**config.mk**
```make
export PLATFORM = sky130hd
export DESIGN_NAME = best_fit_allocator_coalescing_unit
export DESIGN_NICKNAME = d
export VERILOG_FILES = /design/src/rtl/core/bfa_pkg.sv /design/src/rtl/core/best_fit_allocator_coalescing_unit.sv /design/src/rtl/core/bfa_ctrl.sv /design/src/rtl/core/bfa_dpath.sv
export SDC_FILE = /design/constraint.sdc
export NUM_CORES = 2
export LEC_CHECK = 0
export BUFFER_PORTS_ARGS = -buffer_cell sky130_fd_sc_hd__buf_2
export CAP_MARGIN = 20
export CORE_ASPECT_RATIO = 1.25
export CORE_MARGIN = 2
export CORE_UTILIZATION = 60
export CTS_BUF_LIST = sky130_fd_sc_hd__clkbuf_16
export DETAILED_ROUTE_END_ITERATION = 16
export PLACE_DENSITY = 0.8
export REMOVE_ABC_BUFFERS = 1
export SLEW_MARGIN = 20
export SYNTH_ARGS = -nofsm -noshare
export SYNTH_HDL_FRONTEND = slang
export SYNTH_SLANG_ARGS = --single-unit
```
**constraint.sdc**
```tcl
create_clock -name clk -period 19.01 [get_ports clk]
set_clock_uncertainty 0.15 [all_clocks]
set_input_delay 3.802 -clock clk [delete_from_list [all_inputs] [get_ports clk]]
set_output_delay 3.802 -clock clk [all_outputs]
set_load 0.03 [all_outputs]
```
**src/rtl/core/bfa_pkg.sv**
```systemverilog
`default_nettype none

package bfa_pkg;

  // Table geometry and field widths.
  localparam int ENTRIES = 32;
  localparam int IDX_W   = $clog2(ENTRIES);
  localparam int UNIT_W  = 24;
  localparam int LEN_W   = UNIT_W + 1;
  localparam int POOL_W  = 25;
  localparam int KIND_W  = 2;
  localparam int STAT_W  = 2;

  // Request kinds.
  localparam logic [KIND_W-1:0] KIND_ALLOC = 2'd0;
  localparam logic [KIND_W-1:0] KIND_FREE  = 2'd1;
  localparam logic [KIND_W-1:0] KIND_INIT  = 2'd2;

  // Result status codes.
  localparam logic [STAT_W-1:0] ST_OK    = 2'd0;
  localparam logic [STAT_W-1:0] ST_NOFIT = 2'd1;
  localparam logic [STAT_W-1:0] ST_FULL  = 2'd2;

  // Commands from the controller to the datapath.
  typedef struct packed {
    logic load;
    logic simple;
    logic fit_clr;
    logic fit_step;
    logic fit_apply;
    logic fail;
    logic mrg_clr;
    logic mrg_step;
    logic mrg_link;
  } cmd_t;

  // Status from the datapath to the controller.
  typedef struct packed {
    logic last;
    logic alloc_req;
    logic best_found;
    logic cand_found;
    logic merged;
  } sts_t;

endpackage

`default_nettype wire

```
**src/rtl/core/best_fit_allocator_coalescing_unit.sv**
```systemverilog
// Best-fit allocator over a 32-entry free table with coalescing on demand. A
// request is taken when start is high and busy is low; its single result
// appears on the out_ ports for one cycle with out_valid, and the receiver
// cannot stall it. Init, free and zero-unit requests go from dispatch straight
// back to idle. An allocation scans the table one entry per cycle through a
// single read port. When nothing fits, each merge pass walks the valid entries
// in offset order, one full table scan per entry, and is followed by a rescan
// if it joined any blocks. pool_units is written through cfg_we and cfg_wdata
// while the unit is idle, a rule for the user that the unit itself does not
// enforce; it takes effect at the next init.
`default_nettype none

module best_fit_allocator_coalescing_unit import bfa_pkg::*; (
  input  wire logic              clk,
  input  wire logic              rst_n,
  input  wire logic              cfg_we,
  input  wire logic [POOL_W-1:0] cfg_wdata,
  input  wire logic              start,
  output logic                   busy,
  input  wire logic [KIND_W-1:0] in_kind,
  input  wire logic [UNIT_W-1:0] in_block_offset,
  input  wire logic [LEN_W-1:0]  in_block_units,
  output logic                   out_valid,
  output logic [UNIT_W-1:0]      out_granted_offset,
  output logic [STAT_W-1:0]      out_status
);

  cmd_t cmd;
  sts_t sts;

  // Sequencer.
  bfa_ctrl u_ctrl (
    .clk   (clk),
    .rst_n (rst_n),
    .start (start),
    .busy  (busy),
    .sts   (sts),
    .cmd   (cmd)
  );

  // Free table and scan datapath.
  bfa_dpath u_dpath (
    .clk                (clk),
    .rst_n              (rst_n),
    .cfg_we             (cfg_we),
    .cfg_wdata          (cfg_wdata),
    .in_kind            (in_kind),
    .in_block_offset    (in_block_offset),
    .in_block_units     (in_block_units),
    .cmd                (cmd),
    .sts                (sts),
    .out_valid          (out_valid),
    .out_granted_offset (out_granted_offset),
    .out_status         (out_status)
  );

endmodule

`default_nettype wire

```
**src/rtl/core/bfa_ctrl.sv**
```systemverilog
`default_nettype none

module bfa_ctrl import bfa_pkg::*; (
  input  wire logic clk,
  input  wire logic rst_n,
  input  wire logic start,
  output logic      busy,
  input  wire sts_t sts,
  output cmd_t      cmd
);

  localparam logic [2:0] S_IDLE     = 3'd0;
  localparam logic [2:0] S_DISPATCH = 3'd1;
  localparam logic [2:0] S_FIT      = 3'd2;
  localparam logic [2:0] S_FIT_END  = 3'd3;
  localparam logic [2:0] S_MRG      = 3'd4;
  localparam logic [2:0] S_MRG_END  = 3'd5;

  logic [2:0] state_r, state_nxt;

  assign busy = (state_r != S_IDLE);

  // Next state and command decode.
  always_comb begin
    state_nxt = state_r;
    cmd       = '0;
    case (state_r)
      S_IDLE: begin
        if (start) begin
          cmd.load  = 1'b1;
          state_nxt = S_DISPATCH;
        end
      end
      S_DISPATCH: begin
        if (sts.alloc_req) begin
          cmd.fit_clr = 1'b1;
          state_nxt   = S_FIT;
        end else begin
          cmd.simple = 1'b1;
          state_nxt  = S_IDLE;
        end
      end
      S_FIT: begin
        cmd.fit_step = 1'b1;
        if (sts.last) begin
          state_nxt = S_FIT_END;
        end
      end
      S_FIT_END: begin
        if (sts.best_found) begin
          cmd.fit_apply = 1'b1;
          state_nxt     = S_IDLE;
        end else begin
          cmd.mrg_clr = 1'b1;
          state_nxt   = S_MRG;
        end
      end
      S_MRG: begin
        cmd.mrg_step = 1'b1;
        if (sts.last) begin
          state_nxt = S_MRG_END;
        end
      end
      S_MRG_END: begin
        if (sts.cand_found) begin
          cmd.mrg_link = 1'b1;
          state_nxt    = S_MRG;
        end else if (sts.merged) begin
          cmd.fit_clr = 1'b1;
          state_nxt   = S_FIT;
        end else begin
          cmd.fail  = 1'b1;
          state_nxt = S_IDLE;
        end
      end
      default: begin
        state_nxt = S_IDLE;
      end
    endcase
  end

  // State register.
  always_ff @(posedge clk) begin
    if (!rst_n) begin
      state_r <= S_IDLE;
    end else begin
      state_r <= state_nxt;
    end
  end

`ifndef SYNTH
  a_one_result: assert property (@(posedge clk) disable iff (!rst_n)
    $onehot0({cmd.simple, cmd.fit_apply, cmd.fail}))
    else $error("More than one result command in a cycle.");
  a_result_idle: assert property (@(posedge clk) disable iff (!rst_n)
    (cmd.simple || cmd.fit_apply || cmd.fail) |=> (state_r == S_IDLE))
    else $error("Controller did not return to idle after a result.");
  a_accept: assert property (@(posedge clk) disable iff (!rst_n)
    (start && !busy) |=> (state_r == S_DISPATCH))
    else $error("Accepted request did not reach dispatch.");
`endif

endmodule

`default_nettype wire

```
**src/rtl/core/bfa_dpath.sv**
```systemverilog
`default_nettype none

module bfa_dpath import bfa_pkg::*; (
  input  wire logic              clk,
  input  wire logic              rst_n,
  input  wire logic              cfg_we,
  input  wire logic [POOL_W-1:0] cfg_wdata,
  input  wire logic [KIND_W-1:0] in_kind,
  input  wire logic [UNIT_W-1:0] in_block_offset,
  input  wire logic [LEN_W-1:0]  in_block_units,
  input  wire cmd_t              cmd,
  output sts_t                   sts,
  output logic                   out_valid,
  output logic [UNIT_W-1:0]      out_granted_offset,
  output logic [STAT_W-1:0]      out_status
);

  localparam logic [POOL_W-1:0] POOL_MAX = POOL_W'(1) << UNIT_W;

  // Free table.
  logic [UNIT_W-1:0]  start_mem [ENTRIES];
  logic [LEN_W-1:0]   len_mem   [ENTRIES];
  logic [ENTRIES-1:0] valid_r, valid_nxt;

  logic [POOL_W-1:0]  pool_r;
  logic [KIND_W-1:0]  kind_r;
  logic [UNIT_W-1:0]  offs_r;
  logic [LEN_W-1:0]   units_r;
  logic [IDX_W-1:0]   idx_r, idx_nxt;

  logic               best_found_r;
  logic [IDX_W-1:0]   best_idx_r;
  logic [UNIT_W-1:0]  best_start_r;
  logic [LEN_W-1:0]   best_len_r;

  logic               merged_r;
  logic               have_prev_r;
  logic [IDX_W-1:0]   prev_idx_r;
  logic [UNIT_W-1:0]  prev_start_r;
  logic [LEN_W-1:0]   prev_len_r;
  logic [UNIT_W-1:0]  key_start_r;
  logic [IDX_W-1:0]   key_idx_r;
  logic               cand_found_r;
  logic [IDX_W-1:0]   cand_idx_r;
  logic [UNIT_W-1:0]  cand_start_r;
  logic [LEN_W-1:0]   cand_len_r;

  logic               out_valid_r;
  logic [UNIT_W-1:0]  out_granted_r;
  logic [STAT_W-1:0]  out_status_r;

  logic [UNIT_W-1:0]  rd_start_r;
  logic [LEN_W-1:0]   rd_len_r;
  logic               fit_hit, mrg_hit, after_key;
  logic [POOL_W-1:0]  pool_cl;
  logic               free_avail;
  logic [IDX_W-1:0]   free_idx;
  logic               do_merge;
  logic [LEN_W:0]     len_sum;
  logic [LEN_W-1:0]   len_sat;
  logic               we;
  logic [IDX_W-1:0]   waddr;
  logic [UNIT_W-1:0]  wstart;
  logic [LEN_W-1:0]   wlen;

  // Status to the controller.
  assign sts.last       = (idx_r == IDX_W'(ENTRIES - 1));
  assign sts.alloc_req  = (kind_r == KIND_ALLOC) && (units_r != '0);
  assign sts.best_found = best_found_r;
  assign sts.cand_found = cand_found_r;
  assign sts.merged     = merged_r;

  // Scan index: cleared at the start of a scan, advanced once per step.
  always_comb begin
    idx_nxt = idx_r;
    if (cmd.fit_clr || cmd.mrg_clr || cmd.mrg_link) begin
      idx_nxt = '0;
    end else if (cmd.fit_step || cmd.mrg_step) begin
      idx_nxt = idx_r + IDX_W'(1);
    end
  end

  // Best-fit compare of the scanned entry against the best so far.
  assign fit_hit = valid_r[idx_r] && (rd_len_r >= units_r) &&
                   (!best_found_r || (rd_len_r < best_len_r) ||
                    ((rd_len_r == best_len_r) && (rd_start_r < best_start_r)));

  // Successor search: least (start, index) above the key of the last entry.
  assign after_key = !have_prev_r || (rd_start_r > key_start_r) ||
                     ((rd_start_r == key_start_r) && (idx_r > key_idx_r));
  assign mrg_hit = valid_r[idx_r] && after_key &&
                   (!cand_found_r || (rd_start_r < cand_start_r));

  // Adjacency test and saturating merged length.
  assign do_merge = have_prev_r &&
                    ((LEN_W + 1)'(prev_start_r) + (LEN_W + 1)'(prev_len_r) ==
                     (LEN_W + 1)'(cand_start_r));
  assign len_sum  = (LEN_W + 1)'(prev_len_r) + (LEN_W + 1)'(cand_len_r);
  assign len_sat  = len_sum[LEN_W] ? {LEN_W{1'b1}} : len_sum[LEN_W-1:0];

  assign pool_cl = (pool_r > POOL_MAX) ? POOL_MAX : pool_r;

  // First empty entry for a free request.
  always_comb begin
    free_avail = 1'b0;
    free_idx   = '0;
    for (int i = ENTRIES - 1; i >= 0; i--) begin
      if (!valid_r[i]) begin
        free_avail = 1'b1;
        free_idx   = IDX_W'(i);
      end
    end
  end

  // Table write port and valid bit updates.
  always_comb begin
    we        = 1'b0;
    waddr     = '0;
    wstart    = '0;
    wlen      = '0;
    valid_nxt = valid_r;
    if (cmd.simple) begin
      case (kind_r)
        KIND_INIT: begin
          valid_nxt = '0;
          if (pool_cl != '0) begin
            we           = 1'b1;
            wlen         = LEN_W'(pool_cl);
            valid_nxt[0] = 1'b1;
          end
        end
        KIND_FREE: begin
          if ((units_r != '0) && free_avail) begin
            we                  = 1'b1;
            waddr               = free_idx;
            wstart              = offs_r;
            wlen                = units_r;
            valid_nxt[free_idx] = 1'b1;
          end
        end
        default: begin
        end
      endcase
    end
    if (cmd.fit_apply) begin
      if (best_len_r > units_r) begin
        we     = 1'b1;
        waddr  = best_idx_r;
        wstart = best_start_r + units_r[UNIT_W-1:0];
        wlen   = best_len_r - units_r;
      end else begin
        valid_nxt[best_idx_r] = 1'b0;
      end
    end
    if (cmd.mrg_link && do_merge) begin
      we                    = 1'b1;
      waddr                 = cand_idx_r;
      wstart                = prev_start_r;
      wlen                  = len_sat;
      valid_nxt[prev_idx_r] = 1'b0;
    end
  end

  // Table storage. The read port fetches the entry the scan moves to next,
  // and a write to that entry on the same edge is passed straight through.
  always_ff @(posedge clk) begin
    if (we) begin
      start_mem[waddr] <= wstart;
      len_mem[waddr]   <= wlen;
    end
    if (we && (waddr == idx_nxt)) begin
      rd_start_r <= wstart;
      rd_len_r   <= wlen;
    end else begin
      rd_start_r <= start_mem[idx_nxt];
      rd_len_r   <= len_mem[idx_nxt];
    end
  end

  // Control registers: valid bits, pool size, flags and result strobe.
  always_ff @(posedge clk) begin
    if (!rst_n) begin
      valid_r      <= '0;
      pool_r       <= POOL_MAX;
      best_found_r <= 1'b0;
      cand_found_r <= 1'b0;
      have_prev_r  <= 1'b0;
      merged_r     <= 1'b0;
      out_valid_r  <= 1'b0;
    end else begin
      valid_r     <= valid_nxt;
      out_valid_r <= cmd.simple || cmd.fit_apply || cmd.fail;
      if (cfg_we) begin
        pool_r <= cfg_wdata;
      end
      if (cmd.fit_clr) begin
        best_found_r <= 1'b0;
      end else if (cmd.fit_step && fit_hit) begin
        best_found_r <= 1'b1;
      end
      if (cmd.mrg_clr) begin
        merged_r     <= 1'b0;
        have_prev_r  <= 1'b0;
        cand_found_r <= 1'b0;
      end else if (cmd.mrg_step && mrg_hit) begin
        cand_found_r <= 1'b1;
      end else if (cmd.mrg_link) begin
        cand_found_r <= 1'b0;
        have_prev_r  <= 1'b1;
        if (do_merge) begin
          merged_r <= 1'b1;
        end
      end
    end
  end

  // Request, scan and result payload registers.
  always_ff @(posedge clk) begin
    if (cmd.load) begin
      kind_r  <= in_kind;
      offs_r  <= in_block_offset;
      units_r <= in_block_units;
    end
    idx_r <= idx_nxt;
    if (cmd.fit_step && fit_hit) begin
      best_idx_r   <= idx_r;
      best_start_r <= rd_start_r;
      best_len_r   <= rd_len_r;
    end
    if (cmd.mrg_step && mrg_hit) begin
      cand_idx_r   <= idx_r;
      cand_start_r <= rd_start_r;
      cand_len_r   <= rd_len_r;
    end
    if (cmd.mrg_link) begin
      prev_idx_r  <= cand_idx_r;
      key_start_r <= cand_start_r;
      key_idx_r   <= cand_idx_r;
      if (do_merge) begin
        prev_len_r <= len_sat;
      end else begin
        prev_start_r <= cand_start_r;
        prev_len_r   <= cand_len_r;
      end
    end
    if (cmd.simple) begin
      out_granted_r <= '0;
      if ((kind_r == KIND_FREE) && (units_r != '0) && !free_avail) begin
        out_status_r <= ST_FULL;
      end else if (kind_r == KIND_ALLOC) begin
        out_status_r <= ST_NOFIT;
      end else begin
        out_status_r <= ST_OK;
      end
    end else if (cmd.fit_apply) begin
      out_granted_r <= best_start_r;
      out_status_r  <= ST_OK;
    end else if (cmd.fail) begin
      out_granted_r <= '0;
      out_status_r  <= ST_NOFIT;
    end
  end

  assign out_valid          = out_valid_r;
  assign out_granted_offset = out_granted_r;
  assign out_status         = out_status_r;

endmodule

`default_nettype wire

```
==> summary.txt <==
Synth
  • Largest cells by area after synthesis: edfxtp_1, mux4_2, ha_1, dfxtp_1, a21oi_1
  • Syn avg cell area: 17.87 sq um
  • Gate Count Post-Synth: 4,563
  • Syn. warnings: 0
  • Post-synth top flop: edfxtp_1
  • Async S/R FF share, synth: 0
  • Synth cell types: 91
  • Number of synthesized flops with an enable pin: 1,807
  • Synth top area share: 0.6654
  • Synthesized area: about 0.082 sq mm
  • Register area share after synthesis: 0.6885
  • FF+latch count, synth: 1,901
  • Area leader, netlist: edfxtp_1

Cells and area
  • Post-layout net count: 5,086
  • Finished layout cell area: just over 0.09 sq mm
  • Fin util: 0.6699
  • Register area: roughly 0.056 sq mm
  • Proportion of layout cells with a drive suffix above 1: 0.2278
  • Multi-input logic area: approximately 0.025 sq mm
  • Fillers: 8,555
  • P&R area growth vs syn: 11.12%

Power
  • Leak pwr: between 30 and 40 nW
  • VDD IR-drop max: between 0.1 and 0.15 mV
  • PD cells: 111.8 mW/mm^2

Placement
  • Placed Area: between 0.08 and 0.09 sq mm
  • Gpl congestion: 1.033
  • PortBufs: 107
  • HPWL reported at the end of detailed placement: approximately 140,000 um

Routing
  • Detailed Routing Iterations Pass 1: 6
  • Initial DRC Count: 7,528
  • Wirelength, routed: about 240,000 um
  • Vias/cell: roughly 7.1
  • Residual DRC: 0
  • DR WL/cell: 35.71 um
  • Final ANT Viol Nets: 0
  • Via count: 47,570

Global route
  • GRT overflow: 0
  • Aggregate global-route resource usage: 0.3473
  • Initial antenna violation count: 5
  • First-pass GRT wire length: about 340,000 um
  • Vias in the first global route: 47,030
  • Largest net degree at the start of global routing: ~120

Worst setup path
  • Required time worst endpoint: 19,350 ps
  • CP Max Fanout: 72
  • Crit path kind: flop to flop
  • Crit end category: flop
  • Critical path origin: u_dpath.idx_r[1]
  • Critical path arrival: around 8900 ps
  • Reg-to-Reg Start: u_dpath.idx_r[1]
  • Startpoint Class: flop

Clock tree
  • Root Buffer: clkbuf_16
  • Worst-path clk slew: 60 ps
  • Worst skew pair latency: 850 ps
  • TritonCTS Buffers: 178
  • Hold-fix buffers at CTS: 0
  • Clock sinks: around 1,900
  • Post-CTS Setup Inserts: 0
  • Longest Clk Path Bufs: 3
  • H-tree levels: 4
  • Post-CTS Resized: 0
  • CTS tree: done

STA
  • Worst hold slack: 328.6 ps
  • Setup Viol. Count Final: 0
  • Minimum clock period: approximately 8500 ps
  • Rel. slew slack: 0.2342
  • Final Hold Viols: 0
  • RSZ-0062 raised after global routing: false
  • Actual slew at the worst max-slew pin: 1133 ps
  • Max Fclk: 117.1 MHz
  • Crit share post-route: 0.4491
  • Slew Viols, Final: 0

Die
  • Io pins: ~110
  • Area of the die: 0.1389 sq mm
  • Die width: 333.8 um
  • DIE HEIGHT: 416.2 um
  • # rows: approximately 150
  • Core area: 0.1353 sq mm
  • Starting density of the core: 0.6029

Status
  • Status: finished clean

Hold path
  • HP Start: u_dpath.out_granted_offset[0]
  • Hold crit path type: flop to flop

Run
  • Max capacitance violation total: 0
-- per-layer routing --
layer | vias to the layer above | global-route usage | part of all wire
li1 | 18990 | - | -
met1 | 24180 | 0.4615 | 0.35
met2 | 3701 | 0.5477 | 0.48
met3 | 693 | 0.07830 | 0.12
met4 | 2 | 0.1740 | 0.057
met5 | - | 0 | 0.000029
-- cells in the mapped netlist (all sizes together), types with 60 or more instances --
| master | count |
|---|---|
| edfxtp | 1807 |
| mux4 | 500 |
| ha | 227 |
| a21oi | 212 |
| nor2 | 198 |
| inv | 176 |
| o21ai | 144 |
| nand2 | 143 |
| clkbuf | 141 |
| dfxtp | 94 |
| nor3 | 63 |
| xnor2 | 60 |
-- cells in the final DEF, fill, tap and decap left out, types with 34 or more instances in the layout --
cell type / Yosys / layout
inv_1: 175 / 213
nor2_1: 198 / 164
a22oi_1: 43 / 43
mux2_2: 50 / 50
buf_2: 11 / 107
edfxtp_1: 1807 / 1807
xnor2_1: 60 / 60
nand2_1: 143 / 143
o21ai_0: 121 / 97
ha_1: 227 / 227
clkinv_1: 0 / 47
mux4_2: 500 / 500
nor3_1: 55 / 55
buf_4: 1 / 107
clkbuf_16: 0 / 180
dfxtp_1: 94 / 89
nand3_1: 45 / 45
nand4_1: 48 / 48
nor2b_1: 54 / 54
nand2b_1: 34 / 34
a21oi_1: 211 / 202
mux2i_1: 35 / 35
a21o_1: 43 / 43
-- stage by stage --
step | total power [mW] | instances | setup WS [ps] | TNS, ps
floorplan | 7.168 | 4375 | -3484 | -367070
global placement | 6.684 | 6350 | 10620 | 0
detailed placement | 6.717 | 6351 | 10650 | 0
CTS | 10.14 | 6678 | 10580 | 0
global route | 10.41 | 6681 | 9977 | 0
finish | 10.13 | 6684 | 10470 | 0
-- worst paths after layout --
path | endpoint | slack, ps | depth (start not counted)
max | u_dpath.best_idx_r[2] | 10470 | 16
min | u_dpath.out_granted_offset[0] | 330 | 1
max reg2reg | u_dpath.best_idx_r[2] | 10470 | 16
min reg2reg | u_dpath.out_granted_offset[0] | 330 | 1
-- flip-flops by register name (all words and copies together) (netlist names), 2 cells and up --
signal and flops:
u_dpath.len_mem 800, u_dpath.start_mem 768, u_dpath.valid_r 32, u_dpath.best_len_r 25
u_dpath.cand_len_r 25, u_dpath.pool_r 25, u_dpath.prev_len_r 25, u_dpath.units_r 25
u_dpath.best_start_r 24, u_dpath.cand_start_r 24, u_dpath.key_start_r 24, u_dpath.offs_r 24
u_dpath.out_granted_offset 24, u_dpath.prev_start_r 24, u_dpath.best_idx_r 5, u_dpath.cand_idx_r 5
u_dpath.idx_r 5, u_dpath.key_idx_r 5, u_ctrl.state_r 3, u_dpath.kind_r 2
u_dpath.out_status 2
-- critical path, stage by stage, from the launching register on --
cell and delay [ps]:
dfxtp_4 850, buf_4 730, buf_4 900, mux4_2 430, mux4_2 490, mux2_2 360
ha_1 360, nand4_1 420, nor2_1 590, nor4b_1 820, o21ai_0 440, and4b_1 340
o211ai_1 120, a21oi_1 70, o21ai_0 190, a21oi_4 310, buf_4 430
-- cell type report --
type                    instances  share of cell area
diodes                          3          0.00008285
inverters                     176            0.007290
well taps                    1759             0.02429
repair buffers                220             0.01577
clock inverters               147             0.01189
clock buffers                 180             0.04971
flip-flops and latches       1901              0.6198
multi-input cells            2298              0.2712
-- cells by family after synthesis --
kind of cell / count (synthesis) / share of synthesized area
AO/OA/AOI/OAI: 675 / 0.05391
XOR/XNOR: 94 / 0.01019
adder cells (fa/ha/maj): 231 / 0.03581
buffers and inverters: 364 / 0.01771
flip-flops: 1901 / 0.6885
multiplexers: 587 / 0.1497
AND/OR/NAND/NOR: 711 / 0.04428
-- power breakdown --
part / switching [mW] / total (mW) / internal [mW]
clock: 1.60 / 3.45 / 1.86
sequential: 0.0749 / 4.66 / 4.59
combinational: 1.01 / 2.01 / 1.01
total: 2.68 / 10.1 / 7.45
(Power assumes the default switching activity.)
